[src/mct_pkg.sv]
// Shared types and constants for the multiset count table.
// Used by the controller, datapath, top level and port checker.
`default_nettype none

package mct_pkg;

    // fixed field widths of the input and result words
    localparam int OP_W       = 2;
    localparam int ELEM_W     = 32;
    localparam int AMOUNT_W   = 16;
    localparam int STATUS_W   = 2;
    localparam int RES_W      = 16;
    localparam int TOTAL_W    = 20;
    localparam int DISTINCT_W = 5;

    // operation codes
    typedef enum logic [OP_W-1:0] {
        OP_ADD    = 2'd0,
        OP_REMOVE = 2'd1,
        OP_QUERY  = 2'd2,
        OP_TAKE   = 2'd3
    } op_t;

    // result status codes
    typedef enum logic [STATUS_W-1:0] {
        ST_DONE    = 2'd0,
        ST_ABSENT  = 2'd1,
        ST_NO_ROOM = 2'd2
    } status_t;

    // controller to datapath commands
    typedef struct packed {
        logic load;
        logic scan;
        logic fetch_last;
        logic apply;
    } mct_cmd_t;

    // datapath to controller status
    typedef struct packed {
        logic scan_done;
        logic out_free;
    } mct_stat_t;

endpackage

`default_nettype wire

[src/mct_ram.sv]
// Generic single write port, single read port RAM with registered read data.
// No dependencies.
`default_nettype none

module mct_ram #(
    parameter int WIDTH = 48,
    parameter int DEPTH = 16
) (
    input  wire logic                     clk,
    input  wire logic                     we,
    input  wire logic [$clog2(DEPTH)-1:0] waddr,
    input  wire logic [WIDTH-1:0]         wdata,
    input  wire logic                     re,
    input  wire logic [$clog2(DEPTH)-1:0] raddr,
    output logic      [WIDTH-1:0]         rdata
);

    logic [WIDTH-1:0] mem [DEPTH];

    // write port
    always_ff @(posedge clk)
    begin
        if (we)
        begin
            mem[waddr] <= wdata;
        end
    end

    // registered read, data holds while re is low
    always_ff @(posedge clk)
    begin
        if (re)
        begin
            rdata <= mem[raddr];
        end
    end

endmodule

`default_nettype wire

[src/mct_ctrl.sv]
// Sequencer for the multiset count table: accept, scan, fetch last, apply.
// Depends on mct_pkg for the command and status structs.
`default_nettype none

module mct_ctrl (
    input  wire logic                clk,
    input  wire logic                rst_n,
    input  wire logic                in_valid,
    output logic                     in_stall,
    output mct_pkg::mct_cmd_t        cmd,
    input  wire mct_pkg::mct_stat_t  stat
);
    import mct_pkg::*;

    typedef enum logic [1:0] {
        S_IDLE,
        S_SCAN,
        S_LAST,
        S_APPLY
    } state_t;

    state_t state_reg;
    state_t state_next;

    // next state
    always_comb
    begin
        state_next = state_reg;
        unique case (state_reg)
            S_IDLE:
            begin
                if (in_valid)
                begin
                    state_next = S_SCAN;
                end
            end
            S_SCAN:
            begin
                if (stat.scan_done)
                begin
                    state_next = S_LAST;
                end
            end
            S_LAST:
            begin
                state_next = S_APPLY;
            end
            S_APPLY:
            begin
                if (stat.out_free)
                begin
                    state_next = S_IDLE;
                end
            end
            default:
            begin
                state_next = S_IDLE;
            end
        endcase
    end

    // state register
    always_ff @(posedge clk or negedge rst_n)
    begin
        if (!rst_n)
        begin
            state_reg <= S_IDLE;
        end
        else
        begin
            state_reg <= state_next;
        end
    end

    // commands decoded from the current state
    assign in_stall       = (state_reg != S_IDLE);
    assign cmd.load       = (state_reg == S_IDLE) && in_valid;
    assign cmd.scan       = (state_reg == S_SCAN);
    assign cmd.fetch_last = (state_reg == S_LAST);
    assign cmd.apply      = (state_reg == S_APPLY) && stat.out_free;

endmodule

`default_nettype wire

[src/mct_dp.sv]
// Datapath of the multiset count table: entry RAM, key scan, count update,
// swap-with-last on removal and the result register.
// Depends on mct_pkg and mct_ram.
`default_nettype none

module mct_dp #(
    parameter int CAPACITY   = 16,
    parameter int KEY_BITS   = 32,
    parameter int COUNT_BITS = 16
) (
    input  wire logic                             clk,
    input  wire logic                             rst_n,
    input  wire mct_pkg::mct_cmd_t                cmd,
    output mct_pkg::mct_stat_t                    stat,
    input  wire logic [mct_pkg::OP_W-1:0]         operation,
    input  wire logic signed [mct_pkg::ELEM_W-1:0] element,
    input  wire logic [mct_pkg::AMOUNT_W-1:0]     amount,
    input  wire logic                             out_stall,
    output logic                                  out_valid,
    output logic [mct_pkg::STATUS_W-1:0]          status,
    output logic                                  found,
    output logic [mct_pkg::RES_W-1:0]             result_count,
    output logic [mct_pkg::TOTAL_W-1:0]           total_items,
    output logic                                  is_empty,
    output logic [mct_pkg::DISTINCT_W-1:0]        distinct_entries
);
    import mct_pkg::*;

    localparam int IDX_W   = $clog2(CAPACITY);
    localparam int USED_W  = $clog2(CAPACITY + 1);
    localparam int SUM_W   = $clog2(CAPACITY) + COUNT_BITS;
    localparam int ENTRY_W = KEY_BITS + COUNT_BITS;
    localparam logic [COUNT_BITS-1:0] COUNT_MAX = {COUNT_BITS{1'b1}};

    // latched item
    op_t                   op_reg;
    logic [KEY_BITS-1:0]   key_reg;
    logic [AMOUNT_W-1:0]   amount_reg;

    // scan state
    logic [USED_W-1:0]     scan_idx_reg;
    logic                  cmp_valid_reg;
    logic                  hit_reg;
    logic [IDX_W-1:0]      slot_reg;
    logic [COUNT_BITS-1:0] slot_count_reg;

    // table bookkeeping
    logic [USED_W-1:0]     used_reg;
    logic [USED_W-1:0]     used_next;
    logic [SUM_W-1:0]      total_reg;
    logic [SUM_W-1:0]      total_next;

    // result register
    logic                  out_valid_reg;
    status_t               status_reg;
    logic                  found_reg;
    logic [RES_W-1:0]      result_count_reg;
    logic [TOTAL_W-1:0]    total_items_reg;
    logic                  is_empty_reg;
    logic [DISTINCT_W-1:0] distinct_reg;

    // ram ports
    logic                  ram_we;
    logic [IDX_W-1:0]      ram_waddr;
    logic [ENTRY_W-1:0]    ram_wdata;
    logic                  ram_re;
    logic [IDX_W-1:0]      ram_raddr;
    logic [ENTRY_W-1:0]    ram_rdata;

    logic [63:0]           elem_ext;
    logic [KEY_BITS-1:0]   rd_key;
    logic [USED_W-1:0]     last_idx;
    logic [USED_W-1:0]     prev_idx;
    logic                  match;
    logic                  issue;

    // update results
    status_t               new_status;
    logic [COUNT_BITS-1:0] new_res;
    logic [COUNT_BITS-1:0] cnt_dec;
    logic [COUNT_BITS-1:0] take;
    logic [COUNT_BITS-1:0] cnt_left;
    logic                  upd_we;
    logic [IDX_W-1:0]      upd_addr;
    logic [ENTRY_W-1:0]    upd_data;
    logic [31:0]           res_wide;
    logic [63:0]           total_wide;
    logic [31:0]           used_wide;

    // key: sign-extended element, low KEY_BITS kept
    assign elem_ext = {{(64 - ELEM_W){element[ELEM_W-1]}}, element};

    assign rd_key   = ram_rdata[ENTRY_W-1:COUNT_BITS];
    assign last_idx = used_reg - USED_W'(1);
    assign prev_idx = scan_idx_reg - USED_W'(1);

    // one compare per cycle against the entry read last cycle
    assign match = cmp_valid_reg && (rd_key == key_reg);
    assign issue = cmd.scan && (scan_idx_reg < used_reg) && !match;

    assign stat.scan_done = (cmp_valid_reg && (match || (scan_idx_reg == used_reg)))
                          || (!cmp_valid_reg && (scan_idx_reg >= used_reg));
    assign stat.out_free  = !out_valid_reg || !out_stall;

    // ram read address: scan pointer or last used entry
    assign ram_re    = issue || (cmd.fetch_last && (used_reg != '0));
    assign ram_raddr = cmd.scan ? scan_idx_reg[IDX_W-1:0] : last_idx[IDX_W-1:0];
    assign ram_we    = cmd.apply && upd_we;
    assign ram_waddr = upd_addr;
    assign ram_wdata = upd_data;

    mct_ram #(
        .WIDTH (ENTRY_W),
        .DEPTH (CAPACITY)
    ) u_mct_ram (
        .clk   (clk),
        .we    (ram_we),
        .waddr (ram_waddr),
        .wdata (ram_wdata),
        .re    (ram_re),
        .raddr (ram_raddr),
        .rdata (ram_rdata)
    );

    // amount clipped to the stored count
    always_comb
    begin
        if (32'(slot_count_reg) < 32'(amount_reg))
        begin
            take = slot_count_reg;
        end
        else
        begin
            take = COUNT_BITS'(amount_reg);
        end
    end

    assign cnt_dec  = slot_count_reg - COUNT_BITS'(1);
    assign cnt_left = slot_count_reg - take;

    // update of the found entry or a new entry appended on add, with swap-with-last when a count hits zero
    // ram_rdata holds the last used entry during apply
    always_comb
    begin
        new_status = ST_DONE;
        new_res    = '0;
        upd_we     = 1'b0;
        upd_addr   = slot_reg;
        upd_data   = {key_reg, slot_count_reg};
        used_next  = used_reg;
        total_next = total_reg;
        unique case (op_reg)
            OP_ADD:
            begin
                if (hit_reg)
                begin
                    if (slot_count_reg == COUNT_MAX)
                    begin
                        new_status = ST_NO_ROOM;
                        new_res    = slot_count_reg;
                    end
                    else
                    begin
                        new_res    = slot_count_reg + COUNT_BITS'(1);
                        upd_we     = 1'b1;
                        upd_data   = {key_reg, new_res};
                        total_next = total_reg + SUM_W'(1);
                    end
                end
                else if (used_reg == USED_W'(CAPACITY))
                begin
                    new_status = ST_NO_ROOM;
                end
                else
                begin
                    new_res    = COUNT_BITS'(1);
                    upd_we     = 1'b1;
                    upd_addr   = used_reg[IDX_W-1:0];
                    upd_data   = {key_reg, COUNT_BITS'(1)};
                    used_next  = used_reg + USED_W'(1);
                    total_next = total_reg + SUM_W'(1);
                end
            end
            OP_REMOVE:
            begin
                if (!hit_reg)
                begin
                    new_status = ST_ABSENT;
                end
                else
                begin
                    new_res    = cnt_dec;
                    upd_we     = 1'b1;
                    total_next = total_reg - SUM_W'(1);
                    if (cnt_dec == '0)
                    begin
                        upd_data  = ram_rdata;
                        used_next = last_idx;
                    end
                    else
                    begin
                        upd_data = {key_reg, cnt_dec};
                    end
                end
            end
            OP_QUERY:
            begin
                if (!hit_reg)
                begin
                    new_status = ST_ABSENT;
                end
                else
                begin
                    new_res = slot_count_reg;
                end
            end
            OP_TAKE:
            begin
                if (!hit_reg)
                begin
                    new_status = ST_ABSENT;
                end
                else
                begin
                    new_res    = take;
                    upd_we     = 1'b1;
                    total_next = total_reg - SUM_W'(take);
                    if (cnt_left == '0)
                    begin
                        upd_data  = ram_rdata;
                        used_next = last_idx;
                    end
                    else
                    begin
                        upd_data = {key_reg, cnt_left};
                    end
                end
            end
            default:
            begin
                new_status = ST_DONE;
            end
        endcase
    end

    // results masked to the field widths
    assign res_wide   = 32'(new_res);
    assign total_wide = 64'(total_next);
    assign used_wide  = 32'(used_next);

    // control state
    always_ff @(posedge clk or negedge rst_n)
    begin
        if (!rst_n)
        begin
            scan_idx_reg  <= '0;
            cmp_valid_reg <= 1'b0;
            hit_reg       <= 1'b0;
            used_reg      <= '0;
            total_reg     <= '0;
            out_valid_reg <= 1'b0;
        end
        else
        begin
            if (cmd.load)
            begin
                scan_idx_reg  <= '0;
                cmp_valid_reg <= 1'b0;
                hit_reg       <= 1'b0;
            end
            else if (cmd.scan)
            begin
                cmp_valid_reg <= issue;
                if (issue)
                begin
                    scan_idx_reg <= scan_idx_reg + USED_W'(1);
                end
                if (match)
                begin
                    hit_reg <= 1'b1;
                end
            end

            if (cmd.apply)
            begin
                used_reg  <= used_next;
                total_reg <= total_next;
            end

            if (cmd.apply)
            begin
                out_valid_reg <= 1'b1;
            end
            else if (!out_stall)
            begin
                out_valid_reg <= 1'b0;
            end
        end
    end

    // payload registers
    always_ff @(posedge clk)
    begin
        if (cmd.load)
        begin
            op_reg     <= op_t'(operation);
            key_reg    <= elem_ext[KEY_BITS-1:0];
            amount_reg <= amount;
        end
        if (cmd.scan && match)
        begin
            slot_reg       <= prev_idx[IDX_W-1:0];
            slot_count_reg <= ram_rdata[COUNT_BITS-1:0];
        end
        if (cmd.apply)
        begin
            status_reg       <= new_status;
            found_reg        <= hit_reg;
            result_count_reg <= res_wide[RES_W-1:0];
            total_items_reg  <= total_wide[TOTAL_W-1:0];
            is_empty_reg     <= (total_next == '0);
            distinct_reg     <= used_wide[DISTINCT_W-1:0];
        end
    end

    assign out_valid        = out_valid_reg;
    assign status           = status_reg;
    assign found            = found_reg;
    assign result_count     = result_count_reg;
    assign total_items      = total_items_reg;
    assign is_empty         = is_empty_reg;
    assign distinct_entries = distinct_reg;

endmodule

`default_nettype wire

[src/multiset_count_table.sv]
// Multiset count table: a table of up to CAPACITY distinct keys, each with
// an occurrence count, taking one operation word (add one, remove one, query,
// remove up to amount) and returning one result word per operation. Each
// item is accepted, then the key scan compares stored entries in order: the
// slot index plus one entries on a hit, every used entry on a miss. The
// input is taken again once the result is loaded; a held result blocks the
// update. The key scan does one entry compare per cycle through the entry
// RAM's single read port and is followed by a read of the last entry and an
// update. One item is in work at a time; a finished result sits in the
// output register while the next word is accepted. Entries are kept packed;
// a count that drops to zero is replaced by the last used entry.
// Depends on mct_pkg, mct_ctrl, mct_dp and mct_ram.
`default_nettype none

module multiset_count_table #(
    parameter int CAPACITY   = 16,
    parameter int KEY_BITS   = 32,
    parameter int COUNT_BITS = 16
) (
    input  wire logic                              clk,
    input  wire logic                              rst_n,
    input  wire logic                              in_valid,
    output logic                                   in_stall,
    input  wire logic [mct_pkg::OP_W-1:0]          operation,
    input  wire logic signed [mct_pkg::ELEM_W-1:0] element,
    input  wire logic [mct_pkg::AMOUNT_W-1:0]      amount,
    output logic                                   out_valid,
    input  wire logic                              out_stall,
    output logic [mct_pkg::STATUS_W-1:0]           status,
    output logic                                   found,
    output logic [mct_pkg::RES_W-1:0]              result_count,
    output logic [mct_pkg::TOTAL_W-1:0]            total_items,
    output logic                                   is_empty,
    output logic [mct_pkg::DISTINCT_W-1:0]         distinct_entries
);
    import mct_pkg::*;

    mct_cmd_t  cmd;
    mct_stat_t stat;

    // sequencer
    mct_ctrl u_mct_ctrl (
        .clk      (clk),
        .rst_n    (rst_n),
        .in_valid (in_valid),
        .in_stall (in_stall),
        .cmd      (cmd),
        .stat     (stat)
    );

    // table, scan and result register
    mct_dp #(
        .CAPACITY   (CAPACITY),
        .KEY_BITS   (KEY_BITS),
        .COUNT_BITS (COUNT_BITS)
    ) u_mct_dp (
        .clk              (clk),
        .rst_n            (rst_n),
        .cmd              (cmd),
        .stat             (stat),
        .operation        (operation),
        .element          (element),
        .amount           (amount),
        .out_stall        (out_stall),
        .out_valid        (out_valid),
        .status           (status),
        .found            (found),
        .result_count     (result_count),
        .total_items      (total_items),
        .is_empty         (is_empty),
        .distinct_entries (distinct_entries)
    );

endmodule

`default_nettype wire

[config.mk]
export PLATFORM = sky130hd
export DESIGN_NAME = multiset_count_table
export DESIGN_NICKNAME = d
export VERILOG_FILES = /design/src/mct_pkg.sv /design/src/mct_ram.sv /design/src/mct_ctrl.sv /design/src/mct_dp.sv /design/src/multiset_count_table.sv
export SDC_FILE = /design/constraint.sdc
export NUM_CORES = 2
export LEC_CHECK = 0
export BUFFER_PORTS_ARGS = -buffer_cell sky130_fd_sc_hd__buf_2
export CAP_MARGIN = 20
export CORE_MARGIN = 2
export CORE_UTILIZATION = 45
export CTS_CLUSTER_DIAMETER = 50
export DETAILED_ROUTE_END_ITERATION = 8
export GPL_ROUTABILITY_DRIVEN = 0
export HOLD_SLACK_MARGIN = 0.08
export PLACE_DENSITY = 0.67
export SYNTH_ARGS = -nofsm -noshare
export SYNTH_HDL_FRONTEND = slang
export SYNTH_HIERARCHICAL = 1
export SYNTH_SLANG_ARGS = --single-unit
[constraint.sdc]
create_clock -name clk -period 7 [get_ports clk]
set_input_delay 1.4 -clock clk [delete_from_list [all_inputs] [get_ports clk]]
set_output_delay 1.4 -clock clk [all_outputs]
set_load 0.005 [all_outputs]
==> summary.txt <==
outcome = complete, no violations
top cell type by total area after synthesis = edfxtp_1
Rows = 112
switching fraction of total power = 0.338
initial core utilization = 0.455
Skew-Pair Late Insertion Delay = 700 ps
register area share after synthesis = 0.677
PwrDens = 409 nW/µm²
GR peak layer = met2
grt met3 use = 0.0433
CP max FO = 17
register bit total from synthesis = 966
fmax = 0.157 GHz
Rel. slew slack = 0.234
I/O pin count = 101
via count = 25600
Resized Gates After CTS = 0
Clock Skews = 41.6 ps
Crit path largest cell delay = 610 ps
top post-synthesis cells by area = edfxtp_1 66%, mux4_2 10%, dfrtp_1 2.1%
number of global-route vias before repair = 25500
sequential standard cell area = 28800 µm²
post-DP HPWL = 62.9 mm
Die Ht = 312 µm
1st-pass router iterations = 9
Critical Path End Type = register
crit-path most repeated cell = buf_4
Cell Chain, Critical Path = ha_1 > a2111oi_0 > o311ai_1 > a21oi_2 > buf_4 > nor2_1 > a21oi_1 > ha_1 > a21o_1 > a22oi_1 > o2bb2ai_1 > a21boi_0 > nor4bb_1 > nand4b_1 > and4b_1 > buf_4 > nand2_1 > a21o_1 > a22oi_1 > buf_4
CTS tree = built
CTS Hold Bufs = 0
WHS = 497 ps
Final TNS setup = 0 ps
WL/cell = 27.1 µm
clock slew at reported path FFs = 60 ps
sequential power share = 0.388
Mapped Cells = 2652
Initial DRC Count = 3028
total die area = 97200 µm²
CP top delay family = compound AO/OA/AOI/OAI gates
Unique masters post-synth = 83
Synth Net Count = 2774
worst hold path type = register to register
grt met2 use = 0.374
worst-margin pin slew = 1140 ps
Pleak = 0.0161 µW
CP max-delay cell = edfxtp_1
overall power = 19800 µW
final setup fails = 0
first-pass GRT wire length = 165 mm
Via density = 6.25
layout cells sized above 1 = 0.215
Final Util = 0.517
port buffer count = 100
chip width = 312 µm
CTS buffer count = 100
fin crit share = 0.912
startpoint class of the critical path = register
Max Cap Viol = 0
Clock power frac = 0.274
mapped cell area = 42600 µm²
RSZ-0062 raised after global routing = no
antenna violations before repair = 5
WS Path Type = register to register
Setup Fix Bufs, Post-CTS = 0
area growth from synthesis to layout = 13.5%
Max Transition Viols Final = 0
core box area = 93600 µm²
clock buffer depth = 3
largest net degree at the start of global routing = 120
arrival time at the worst endpoint = 6880 ps
Routed WL = 111 mm
GR Overflow Total = 0
Final Hold Fails = 0
combinational share of power = 0.338
area of the multi-input gates = 13100 µm²
H-tree depth = 3
worst vdd ir = 0.500 mV
P_int = 13100 µW
Nets = 2891
met1 Resource Use GR = 0.303
WP data required = 7490 ps
number of synthesized flops with an enable pin = 931
FILL cells = 7635
Buffers & Inverters on Critical Path = 3
max reg flops = 768
Routed Antenna Nets = 0
Async SR Flop Fraction = 0.0362
syn avg cell area = 16.1 µm²
warnings from Yosys = 6
CTS Sinks = 966
NetSw = 6700 µW
Root Driver = clkbuf_16
top-area cell type share of the netlist area = 0.656
DRC viols = 0
GRT Total Usage = 0.227
crit path time final = 6390 ps
top_reg_cell synth = edfxtp_1
## worst register-to-register path, cell delays in order (launching register included)
cell,delay (ps)
edfxtp_1,610
ha_1,310
a2111oi_0,460
o311ai_1,190
a21oi_2,170
buf_4,240
nor2_1,70
a21oi_1,370
ha_1,430
a21o_1,250
a22oi_1,450
o2bb2ai_1,250
a21boi_0,420
nor4bb_1,420
nand4b_1,140
and4b_1,260
buf_4,170
nand2_1,130
a21o_1,210
a22oi_1,370
buf_4,300
## synthesized netlist by cell type, types with 13 or more instances
library cell / count
a22oi_1: 101
nand3_1: 37
nand4_1: 28
buf_1: 25
xor2_1: 33
o221ai_1: 13
nor4_1: 13
nand2b_1: 14
buf_2: 20
mux2_2: 47
a31oi_1: 13
ha_1: 66
nor2_1: 143
xnor2_1: 70
nand2_1: 168
nor3_1: 45
a21oi_1: 107
buf_4: 19
clkbuf_1: 92
mux2i_1: 18
a211oi_1: 30
dfrtp_1: 35
edfxtp_1: 931
o21ai_0: 70
a21o_1: 19
inv_1: 62
mux4_2: 193
## power by group through the flow
stage                     clock network, µW  logic, µW  registers (µW)
after floorplan                           0       4820            7570
after global placement                    0       6580            7770
after detailed placement                  0       6680            7780
after CTS                              5520       6710            7660
after global routing                   5740       7210            7710
final                                  5430       6690            7670
## placed cells by master (no fill, tap or decap), types with 56 or more instances in the layout
master | Yosys | final
edfxtp_1 | 931 | 931
mux4_2 | 193 | 193
nand2_1 | 168 | 167
nor2_1 | 143 | 128
a21oi_1 | 107 | 105
clkbuf_16 | 0 | 101
a22oi_1 | 101 | 101
buf_2 | 20 | 100
xnor2_1 | 70 | 70
o21ai_0 | 70 | 69
ha_1 | 66 | 66
inv_1 | 62 | 62
buf_4 | 19 | 56
## metal layers
metal	vias to the layer above	wire length, µm	share of wire
li1	10900	-	-
met1	13000	42900	0.39
met2	1415	54300	0.49
met3	307	10000	0.090
met4	6	4060	0.036
met5	-	41	0.00037
## final timing paths
| kind | startpoint | to | slack, ps | cells after the start |
|---|---|---|---|---|
| worst max-delay path | u_mct_dp/slot_count_reg[3] | u_mct_dp/u_mct_ram/mem[8][2] | 610 | 20 |
| worst min-delay path | u_mct_dp/u_mct_ram/rdata[10] | u_mct_dp/slot_count_reg[10] | 500 | 0 |
| worst max register to register | u_mct_dp/slot_count_reg[3] | u_mct_dp/u_mct_ram/mem[8][2] | 610 | 20 |
| worst min register to register | u_mct_dp/u_mct_ram/rdata[10] | u_mct_dp/slot_count_reg[10] | 500 | 0 |
| max in group asynchronous | rst_n | u_mct_dp/hit_reg | 5480 | 1 |
| min in group asynchronous | rst_n | u_mct_dp/total_reg[14] | 880 | 1 |
## cell families after synthesis
group | after synthesis | share of synthesized area
adder cells (fa/ha/maj) | 68 | 0.0203
buffers and inverters | 219 | 0.0216
AO/OA/AOI/OAI | 475 | 0.0759
multiplexers | 259 | 0.119
flip-flops | 966 | 0.677
XOR/XNOR | 103 | 0.0212
AND/OR/NAND/NOR | 562 | 0.0655
## metrics by stage
step                instances  instance area, µm²  setup WS [ps]
floorplan                2652               42600            903
global placement         3921               44900           1050
detailed placement       3921               44900            899
CTS                      4102               48400            848
global route             4102               48400            329
finish                   4103               48400            613
## layout make-up
class                           instances  share of cell area
Tap cell                             1254              0.0324
Clock buffer                          113              0.0532
Antenna cell                            1           0.0000517
Timing Repair Buffer                  171              0.0253
Inverter                               63             0.00489
Sequential cell                       966               0.596
Clock inverter                         68              0.0175
Multi-Input combinational cell       1467               0.270
Power figures use the tool's default switching activity.
